===== config.mk =====
export PLATFORM = sky130hd
export DESIGN_NAME = olca_ctrl
export DESIGN_NICKNAME = d
export VERILOG_FILES = /design/src/sv/olca_pkg.sv /design/src/sv/olca_ctrl.sv
export SDC_FILE = /design/constraint.sdc
export NUM_CORES = 1
export LEC_CHECK = 0
export CAP_MARGIN = 20
export CORE_ASPECT_RATIO = 0.5
export CORE_MARGIN = 2
export CORE_UTILIZATION = 45
export DETAILED_ROUTE_END_ITERATION = 12
export DONT_BUFFER_PORTS = 1
export GPL_ROUTABILITY_DRIVEN = 0
export SYNTH_ARGS = -nofsm -noshare
export SYNTH_HDL_FRONTEND = slang
export SYNTH_SLANG_ARGS = --single-unit

===== constraint.sdc =====
create_clock -name i_clk -period 2.6 [get_ports i_clk]
set_clock_uncertainty 0.05 [all_clocks]
set_input_delay 0.13 -clock i_clk [delete_from_list [all_inputs] [get_ports i_clk]]
set_output_delay 0.13 -clock i_clk [all_outputs]
set_load 0.02 [all_outputs]

===== src/sv/olca_pkg.sv =====
package olca_pkg;

    localparam int NODES      = 65536;
    localparam int LEVELS     = 17;
    localparam int NODE_W     = $clog2(NODES);
    localparam int LVL_W      = $clog2(LEVELS);
    localparam int DEP_W      = 16;
    localparam int DIST_IDX_W = $clog2(DEP_W);
    localparam int FIELD_W    = 16;

    // request codes
    localparam logic REQ_ADD   = 1'b0;
    localparam logic REQ_QUERY = 1'b1;

    typedef enum logic [3:0] {
        S_CLEAR,
        S_IDLE,
        S_DRD,
        S_DCAP,
        S_ADD_RD,
        S_ADD_WR,
        S_LIFT,
        S_LIFT_CAP,
        S_JRD,
        S_JCAP,
        S_FIN,
        S_FCAP
    } t_state;

    typedef struct packed {
        logic              clr;
        logic [NODE_W-1:0] clr_addr;
        logic              load;
        logic              add_dwr;
        logic              add_wr;
        logic              q_dcap;
        logic              lift;
        logic              lift_cap;
        logic              joint_cap;
        logic              fin_self;
        logic              fin_cap;
        logic [LVL_W-1:0]  lvl;
    } t_cmd;

    typedef struct packed {
        logic dist_bit;
        logic same_xy;
        logic out_full;
    } t_stat;

endpackage


===== src/sv/olca_ctrl.sv =====
module olca_ctrl (
    input  logic            i_clk,
    input  logic            i_rst_n,
    input  logic            i_valid,
    output logic            o_ready,
    input  logic            i_req_type,
    output olca_pkg::t_cmd  o_cmd,
    input  olca_pkg::t_stat i_stat
);

    olca_pkg::t_state            r_state;
    olca_pkg::t_state            n_state;
    logic [olca_pkg::LVL_W-1:0]  r_lvl;
    logic [olca_pkg::LVL_W-1:0]  n_lvl;
    logic [olca_pkg::NODE_W-1:0] r_cnt;
    logic [olca_pkg::NODE_W-1:0] n_cnt;
    logic                        r_is_query;
    logic                        n_is_query;

    // next state
    always_comb begin
        n_state = r_state;
        unique case (r_state)
            olca_pkg::S_CLEAR: begin
                if (r_cnt == olca_pkg::NODE_W'(olca_pkg::NODES - 1)) begin
                    n_state = olca_pkg::S_IDLE;
                end
            end
            olca_pkg::S_IDLE: begin
                if (i_valid) begin
                    n_state = olca_pkg::S_DRD;
                end
            end
            olca_pkg::S_DRD: n_state = olca_pkg::S_DCAP;
            olca_pkg::S_DCAP: begin
                n_state = r_is_query ? olca_pkg::S_LIFT : olca_pkg::S_ADD_RD;
            end
            olca_pkg::S_ADD_RD: n_state = olca_pkg::S_ADD_WR;
            olca_pkg::S_ADD_WR: begin
                if (r_lvl == olca_pkg::LVL_W'(olca_pkg::LEVELS - 2)) begin
                    n_state = olca_pkg::S_IDLE;
                end else begin
                    n_state = olca_pkg::S_ADD_RD;
                end
            end
            olca_pkg::S_LIFT: begin
                priority if (i_stat.dist_bit) begin
                    n_state = olca_pkg::S_LIFT_CAP;
                end else if (r_lvl == '0) begin
                    n_state = olca_pkg::S_JRD;
                end else begin
                    n_state = olca_pkg::S_LIFT;
                end
            end
            olca_pkg::S_LIFT_CAP: begin
                n_state = (r_lvl == '0) ? olca_pkg::S_JRD : olca_pkg::S_LIFT;
            end
            olca_pkg::S_JRD: n_state = olca_pkg::S_JCAP;
            olca_pkg::S_JCAP: begin
                n_state = (r_lvl == '0) ? olca_pkg::S_FIN : olca_pkg::S_JRD;
            end
            olca_pkg::S_FIN: begin
                priority if (!i_stat.same_xy) begin
                    n_state = olca_pkg::S_FCAP;
                end else if (!i_stat.out_full) begin
                    n_state = olca_pkg::S_IDLE;
                end else begin
                    n_state = olca_pkg::S_FIN;
                end
            end
            olca_pkg::S_FCAP: begin
                if (!i_stat.out_full) begin
                    n_state = olca_pkg::S_IDLE;
                end
            end
            default: n_state = olca_pkg::S_IDLE;
        endcase
    end

    // commands and counters
    always_comb begin
        o_cmd          = '0;
        o_cmd.lvl      = r_lvl;
        o_cmd.clr_addr = r_cnt;
        o_ready        = 1'b0;
        n_lvl          = r_lvl;
        n_cnt          = r_cnt;
        n_is_query     = r_is_query;
        unique case (r_state)
            olca_pkg::S_CLEAR: begin
                o_cmd.clr = 1'b1;
                n_cnt     = r_cnt + olca_pkg::NODE_W'(1);
            end
            olca_pkg::S_IDLE: begin
                o_ready    = 1'b1;
                o_cmd.load = i_valid;
                if (i_valid) begin
                    n_is_query = (i_req_type == olca_pkg::REQ_QUERY);
                end
            end
            olca_pkg::S_DRD: begin
            end
            olca_pkg::S_DCAP: begin
                if (r_is_query) begin
                    o_cmd.q_dcap = 1'b1;
                    n_lvl        = olca_pkg::LVL_W'(olca_pkg::DEP_W - 1);
                end else begin
                    o_cmd.add_dwr = 1'b1;
                    n_lvl         = '0;
                end
            end
            olca_pkg::S_ADD_RD: begin
            end
            olca_pkg::S_ADD_WR: begin
                o_cmd.add_wr = 1'b1;
                n_lvl        = r_lvl + olca_pkg::LVL_W'(1);
            end
            olca_pkg::S_LIFT: begin
                o_cmd.lift = 1'b1;
                priority if (i_stat.dist_bit) begin
                    n_lvl = r_lvl;
                end else if (r_lvl == '0) begin
                    n_lvl = olca_pkg::LVL_W'(olca_pkg::LEVELS - 1);
                end else begin
                    n_lvl = r_lvl - olca_pkg::LVL_W'(1);
                end
            end
            olca_pkg::S_LIFT_CAP: begin
                o_cmd.lift_cap = 1'b1;
                if (r_lvl == '0) begin
                    n_lvl = olca_pkg::LVL_W'(olca_pkg::LEVELS - 1);
                end else begin
                    n_lvl = r_lvl - olca_pkg::LVL_W'(1);
                end
            end
            olca_pkg::S_JRD: begin
            end
            olca_pkg::S_JCAP: begin
                o_cmd.joint_cap = 1'b1;
                if (r_lvl != '0) begin
                    n_lvl = r_lvl - olca_pkg::LVL_W'(1);
                end
            end
            olca_pkg::S_FIN: begin
                o_cmd.fin_self = i_stat.same_xy && !i_stat.out_full;
            end
            olca_pkg::S_FCAP: begin
                o_cmd.fin_cap = !i_stat.out_full;
            end
            default: begin
            end
        endcase
    end

    always_ff @(posedge i_clk) begin
        if (!i_rst_n) begin
            r_state    <= olca_pkg::S_CLEAR;
            r_lvl      <= '0;
            r_cnt      <= '0;
            r_is_query <= 1'b0;
        end else begin
            r_state    <= n_state;
            r_lvl      <= n_lvl;
            r_cnt      <= n_cnt;
            r_is_query <= n_is_query;
        end
    end

    // a result is never loaded over one that the receiver has not taken
    a_no_overwrite: assert property (@(posedge i_clk) disable iff (!i_rst_n)
        (o_cmd.fin_self || o_cmd.fin_cap) |-> !i_stat.out_full)
        else $error("result loaded while output register is held");

    // level counter never leaves the jump table
    a_lvl_range: assert property (@(posedge i_clk) disable iff (!i_rst_n)
        r_lvl <= olca_pkg::LVL_W'(olca_pkg::LEVELS - 1))
        else $error("level counter out of range");

    // the clearing pass starts right after reset and takes no beats
    a_clear_first: assert property (@(posedge i_clk) disable iff (!i_rst_n)
        $past(!i_rst_n) |-> (r_state == olca_pkg::S_CLEAR) && (r_cnt == '0))
        else $error("clearing pass did not start after reset");

    a_clear_no_beat: assert property (@(posedge i_clk) disable iff (!i_rst_n)
        o_cmd.clr |-> !o_ready && !o_cmd.load)
        else $error("input taken during clearing pass");

    // add writes only target levels above the parent level
    a_add_level: assert property (@(posedge i_clk) disable iff (!i_rst_n)
        o_cmd.add_wr |-> !r_is_query &&
            (r_lvl <= olca_pkg::LVL_W'(olca_pkg::LEVELS - 2)))
        else $error("jump write at bad level");

endmodule

# Word level (Yosys, flattened, before mapping)
# Index checks and enable logic that the tools add are counted.
# totals
ff_bits,26
wordCells,63
# op_classes
addsub,3
n_eq_ne,18
mux,29
reduce_logical,9
# ops
cell,count
case mux 4 bit (12 select lines),1
two-way mux 4 bit,8
case mux 5 bit (5 select lines),1
adder 16 x 1 -> 16 bit (second input constant),1
equality test 16 bit (second input constant),1
equality test 4 x 3 -> 1 bit (second input constant),4
equality test 4 bit (second input constant),4
two-way mux 5 bit,3
two-way mux 1 bit,13
inequality test 2 bit (second input constant),5
nonzero test 5 bit,2
equality test 4 x 2 -> 1 bit (second input constant),2
AND reduction 3 bit,2
adder 5 x 1 -> 5 bit (second input constant),1
equality test 5 x 4 -> 1 bit (second input constant),1
logical NOT 5 bit,1
subtractor 5 x 1 -> 5 bit (second input constant),1
equality test 4 x 1 -> 1 bit (second input constant),1
logical NOT 4 bit,1
two-way mux 2 bit,2
two-way mux 3 bit,1
AND reduction 2 bit,1
logical AND 1 bit,1
logical NOT 1 bit,1

# Logic depth before layout (Yosys ltp)
# logic_depth
ltp_word,4
ltp_mapped,7
depth_no_buf,7

# Worst setup path before layout
# OpenSTA, ideal clock, no wires.
# synth_path
kind,flip-flop to flip-flop
startpoint,reg r_lvl[0] (netlist name)
endpoint,reg r_lvl[0] (netlist name)
setup_time_ns,0.119
arrival_ns,1.726
path_slack_ns,0.705
stages_incl_launch_ff,7
synth_period_minus_slack_ns,1.895
path_cell_list,dfxtp_1 > inv_1 > ha_1 > nor4b_2 > nor2_1 > or2_2 > o221a_2
# synth_between
elab_chain_len,4
word_cells_on_any_way,10
classes_between,2 x add/sub; 1 x eq/ne; 4 x mux; 3 x reduce/logical
# synth_lines
item,line_no,source
"start, declared",olca_ctrl.sv:13,logic [olca_pkg::LVL_W-1:0] r_lvl;
"start signal, assigned",olca_ctrl.sv:163,r_lvl <= n_lvl;
subtractor 5 x 1 -> 5 bit / logical NOT 5 bit (equally long branches),-,
two-way mux 5 bit,"olca_ctrl.sv:122, olca_ctrl.sv:130",
two-way mux 5 bit,olca_ctrl.sv:120,priority if (i_stat.dist_bit) begin
case mux 5 bit (5 select lines),olca_ctrl.sv:89,unique case (r_state)
# Parallel ways exist; a longest one is shown, timed or not. The select of a mux whose other input is x is not followed.
# A chain may end at the register's enable or synchronous reset.

# Worst setup path in the final report
# Ends and elaborated chain as after synthesis.

==> impl_metrics.env <==
export IMPL_start_util=0.4827
export IMPL_path_max_fanout=7
export IMPL_netlist_area_um2=1694
export IMPL_place_inst=251
export IMPL_fin_cells=258
export IMPL_clk_latency_ns=0.27
export IMPL_hpwl_mm=2.783
export IMPL_cts_made_buffers=3
export IMPL_endpoint_kind="register"
export IMPL_ant_nets=0
export IMPL_final_common_cell="dfxtp_1"
export IMPL_antennaDiodeCount=0
export IMPL_grt_pass1_wl_mm=6.375
export IMPL_dieArea_um2=4301
export IMPL_synth_ff_type="dfxtp_1"
export IMPL_rrSetupSlack_ns=0.48
export IMPL_path_class="register to register"
export IMPL_slowest_delay_ns=0.44
export IMPL_die_h_um=47.39
export IMPL_clock_path_buffers=2
export IMPL_async_flop_share=0
export IMPL_crit_path_start_kind="register"
export IMPL_pin_count=39
export IMPL_r2r_end="r_lvl[0]$_SDFFE_PN0P_"
export IMPL_antenna_found_initial=0
export IMPL_grt_max_degree=30
export IMPL_vdd_drop_max_v=0.0001923
export IMPL_ys_ff_latch=26
export IMPL_multi_input_area_um2=1076
export IMPL_overflow=0
export IMPL_fin_crit_ns=2.119
export IMPL_grt_usage=0.1894
export IMPL_regArea_um2=520.5
export IMPL_worstMarginPinSlew_ns=0.9672
export IMPL_hold_path_end="r_lvl[2]$_SDFFE_PN0P_"
export IMPL_crit_buf_inv=1
export IMPL_clk_pin_slew_ns=0.09
export IMPL_finalSetupViolCount=0
export IMPL_io_buffers=0
export IMPL_synth_top_area_share=0.3072
export IMPL_cp_slowest_cell="dfxtp_1"
export IMPL_reg2reg_from="r_lvl[0]$_SDFFE_PN0P_"
export IMPL_grt_setup_unrepaired="no"
export IMPL_min_period_over_period=0.8150
export IMPL_mostFrequentLayoutCells="26 x dfxtp_1, 14 x nand2_1, 11 x nand3_1"
export IMPL_post_route_drc_count=0
export IMPL_fillers=362
export IMPL_cts_num_sinks=26
export IMPL_first_pass_iters=4
export IMPL_yosysSeqAreaShare=0.3072
export IMPL_die_w_um=90.77
export IMPL_final_setup_tns_ns=0
export IMPL_yosysUniqueCellTypes=53
export IMPL_crit_family="simple AND/OR/NAND/NOR gates"
export IMPL_r2r_cells=6
export IMPL_timing_fmax_mhz=471.9
export IMPL_areaGrowthSynthToFinish_pct=8.419
export IMPL_wl_mm=4.000
export IMPL_final_util=0.5234
export IMPL_pwr_density_cell_nw_per_um2=426.9
export IMPL_status="finished, final reports clean"
export IMPL_vias=1506
export IMPL_synth_edff_count=0
export IMPL_wl_per_cell_um=15.50
export IMPL_drive_gt1_frac=0.08213
export IMPL_min_from="i_rst_n"
export IMPL_yosys_warnings=0
export IMPL_holdPathStages=2
export IMPL_fp_row_count=15
export IMPL_fin_ws_ns=0.4810
export IMPL_yosys_area_top_type="dfxtp_1"
export IMPL_min_path_type="input pin to register"
export IMPL_ctsHtreeMaxLevel=1
export IMPL_relSlewSlack=0.3531
export IMPL_avgSynthCellArea_um2=8.106
export IMPL_dpl_worst_slack_ns=0.5135
export IMPL_arrival_ns=2.24
export IMPL_cap_violations=0
export IMPL_ys_top_cells_by_area="dfxtp_1 31%, xnor2_1 4.1%, nand2b_1 3.3%, nand3_1 3.2%, nand2_1 3.1%"
export IMPL_syn_nets=220
export IMPL_grt_pass1_vias=1307
export IMPL_worstPathCellList="inv_1 > ha_1 > nor4b_2 > nor2_1 > or2_2 > o221a_2"
export IMPL_via_per_inst=5.837
export IMPL_cts_root_buf="clkbuf_8"
export IMPL_slew_violations=0
export IMPL_nets=219
export IMPL_core_area_um2=3510
export IMPL_worstPathRequired_ns=2.73
export IMPL_p_leak_uw=0.0006540
export IMPL_postSynthCellCount=209
export IMPL_hold_violations=0
export IMPL_cts_tree="built"
export IMPL_drt_iter0_markers=89
-- cell usage after synthesis (2+ instances only) --
master,n
dfxtp_1,26
nand2_1,14
nand3_1,11
clkbuf_1,10
inv_1,10
nand2b_1,9
nor2_1,9
and2_1,8
nor3_1,8
xnor2_1,8
a21oi_1,7
o31ai_1,7
o21ai_0,6
and3_1,5
ha_1,4
nor2b_1,4
a211oi_1,3
a21boi_0,3
a21boi_1,3
buf_2,3
mux2i_1,3
nand3b_1,3
nand4_1,3
o211ai_1,3
o22ai_1,3
or4_1,3
a31oi_1,2
and4_1,2
o221a_2,2
o311ai_0,2
or3_1,2
xor2_1,2
-- state kept, by name (all words and copies together), names as in the netlist --
register    flops
r_cnt          16
r_lvl           5
r_state         4
r_is_query      1
-- area by class of cell --
| cell class | count | share of cell area |
|---|---|---|
| clock buffer | 3 | 0.02248 |
| timing repair buffer | 8 | 0.03678 |
| sequential | 26 | 0.2834 |
| clock inverter | 1 | 0.01635 |
| multi-input combinational | 159 | 0.5858 |
| tap | 51 | 0.03474 |
| inverter | 10 | 0.02044 |
-- logic make-up (layout without fill, tap and decap cells) --
kind of cell             after synthesis  after routing  synth area share
AND/OR/NAND/NOR                       91             91            0.3198
AO/OA/AOI/OAI                         51             51            0.2164
flip-flops                            26             26            0.3072
buffers and inverters                 24             22           0.05761
XOR/XNOR                              10             10           0.05170
adder cells (fa/ha/maj)                4              4           0.02954
multiplexers                           3              3           0.01773
-- metal layers --
layer	vias up	global-route usage	routed length (um)
li1	761	-	-
met1	714	0.2589	2073
met2	29	0.3075	1700
met3	2	0.05136	207
met4	0	0.04545	19
met5	-	0	0
-- per-stage QoR --
stage                     power, uW  area [um2]  hold slack, ns
after floorplan               442.1        1694          0.2299
after global placement        443.1        1735          0.2040
after detailed placement      443.6        1735          0.2069
after CTS                     794.5        1837         0.01223
after global routing          814.1        1837        0.009676
final                         784.1        1837         0.01547
-- worst max-delay path by stage --
stage                          startpoint               endpoint  slack [ns]  depth (start not counted)
floorplan           r_lvl[0]$_SDFFE_PN0P_  r_lvl[0]$_SDFFE_PN0P_        0.70                          6
global placement    r_lvl[0]$_SDFFE_PN0P_  r_lvl[2]$_SDFFE_PN0P_        0.59                          6
detailed placement  r_lvl[0]$_SDFFE_PN0P_  r_lvl[0]$_SDFFE_PN0P_        0.51                          6
CTS                 r_lvl[0]$_SDFFE_PN0P_  r_lvl[0]$_SDFFE_PN0P_        0.50                          6
global route        r_lvl[0]$_SDFFE_PN0P_  r_lvl[0]$_SDFFE_PN0P_        0.39                          6
finish              r_lvl[0]$_SDFFE_PN0P_  r_lvl[0]$_SDFFE_PN0P_        0.48                          6
-- where the power goes --
part / switching [uW] / internal (uW)
logic: 18.9 / 14.8
registers: 8.14 / 402
clock network: 134 / 206
total: 161 / 623
-- worst reg2reg max path, delay by kind of cell (launching register included) --
family,cells,cell delay [ns]
AND/OR/NAND/NOR,3,0.91
AO/OA/AOI/OAI,1,0.27
adder cells (fa/ha/maj),1,0.24
buffers and inverters,1,0.11
flip-flops,1,0.44
-- timing repair --
action,4_1_cts,5_1_grt
hold buffers,3,0
buffers inserted,0,0
hold endpoints to repair,25,0
gates resized for setup,0,0
Note: power is estimated with default switching activity, not from simulation.
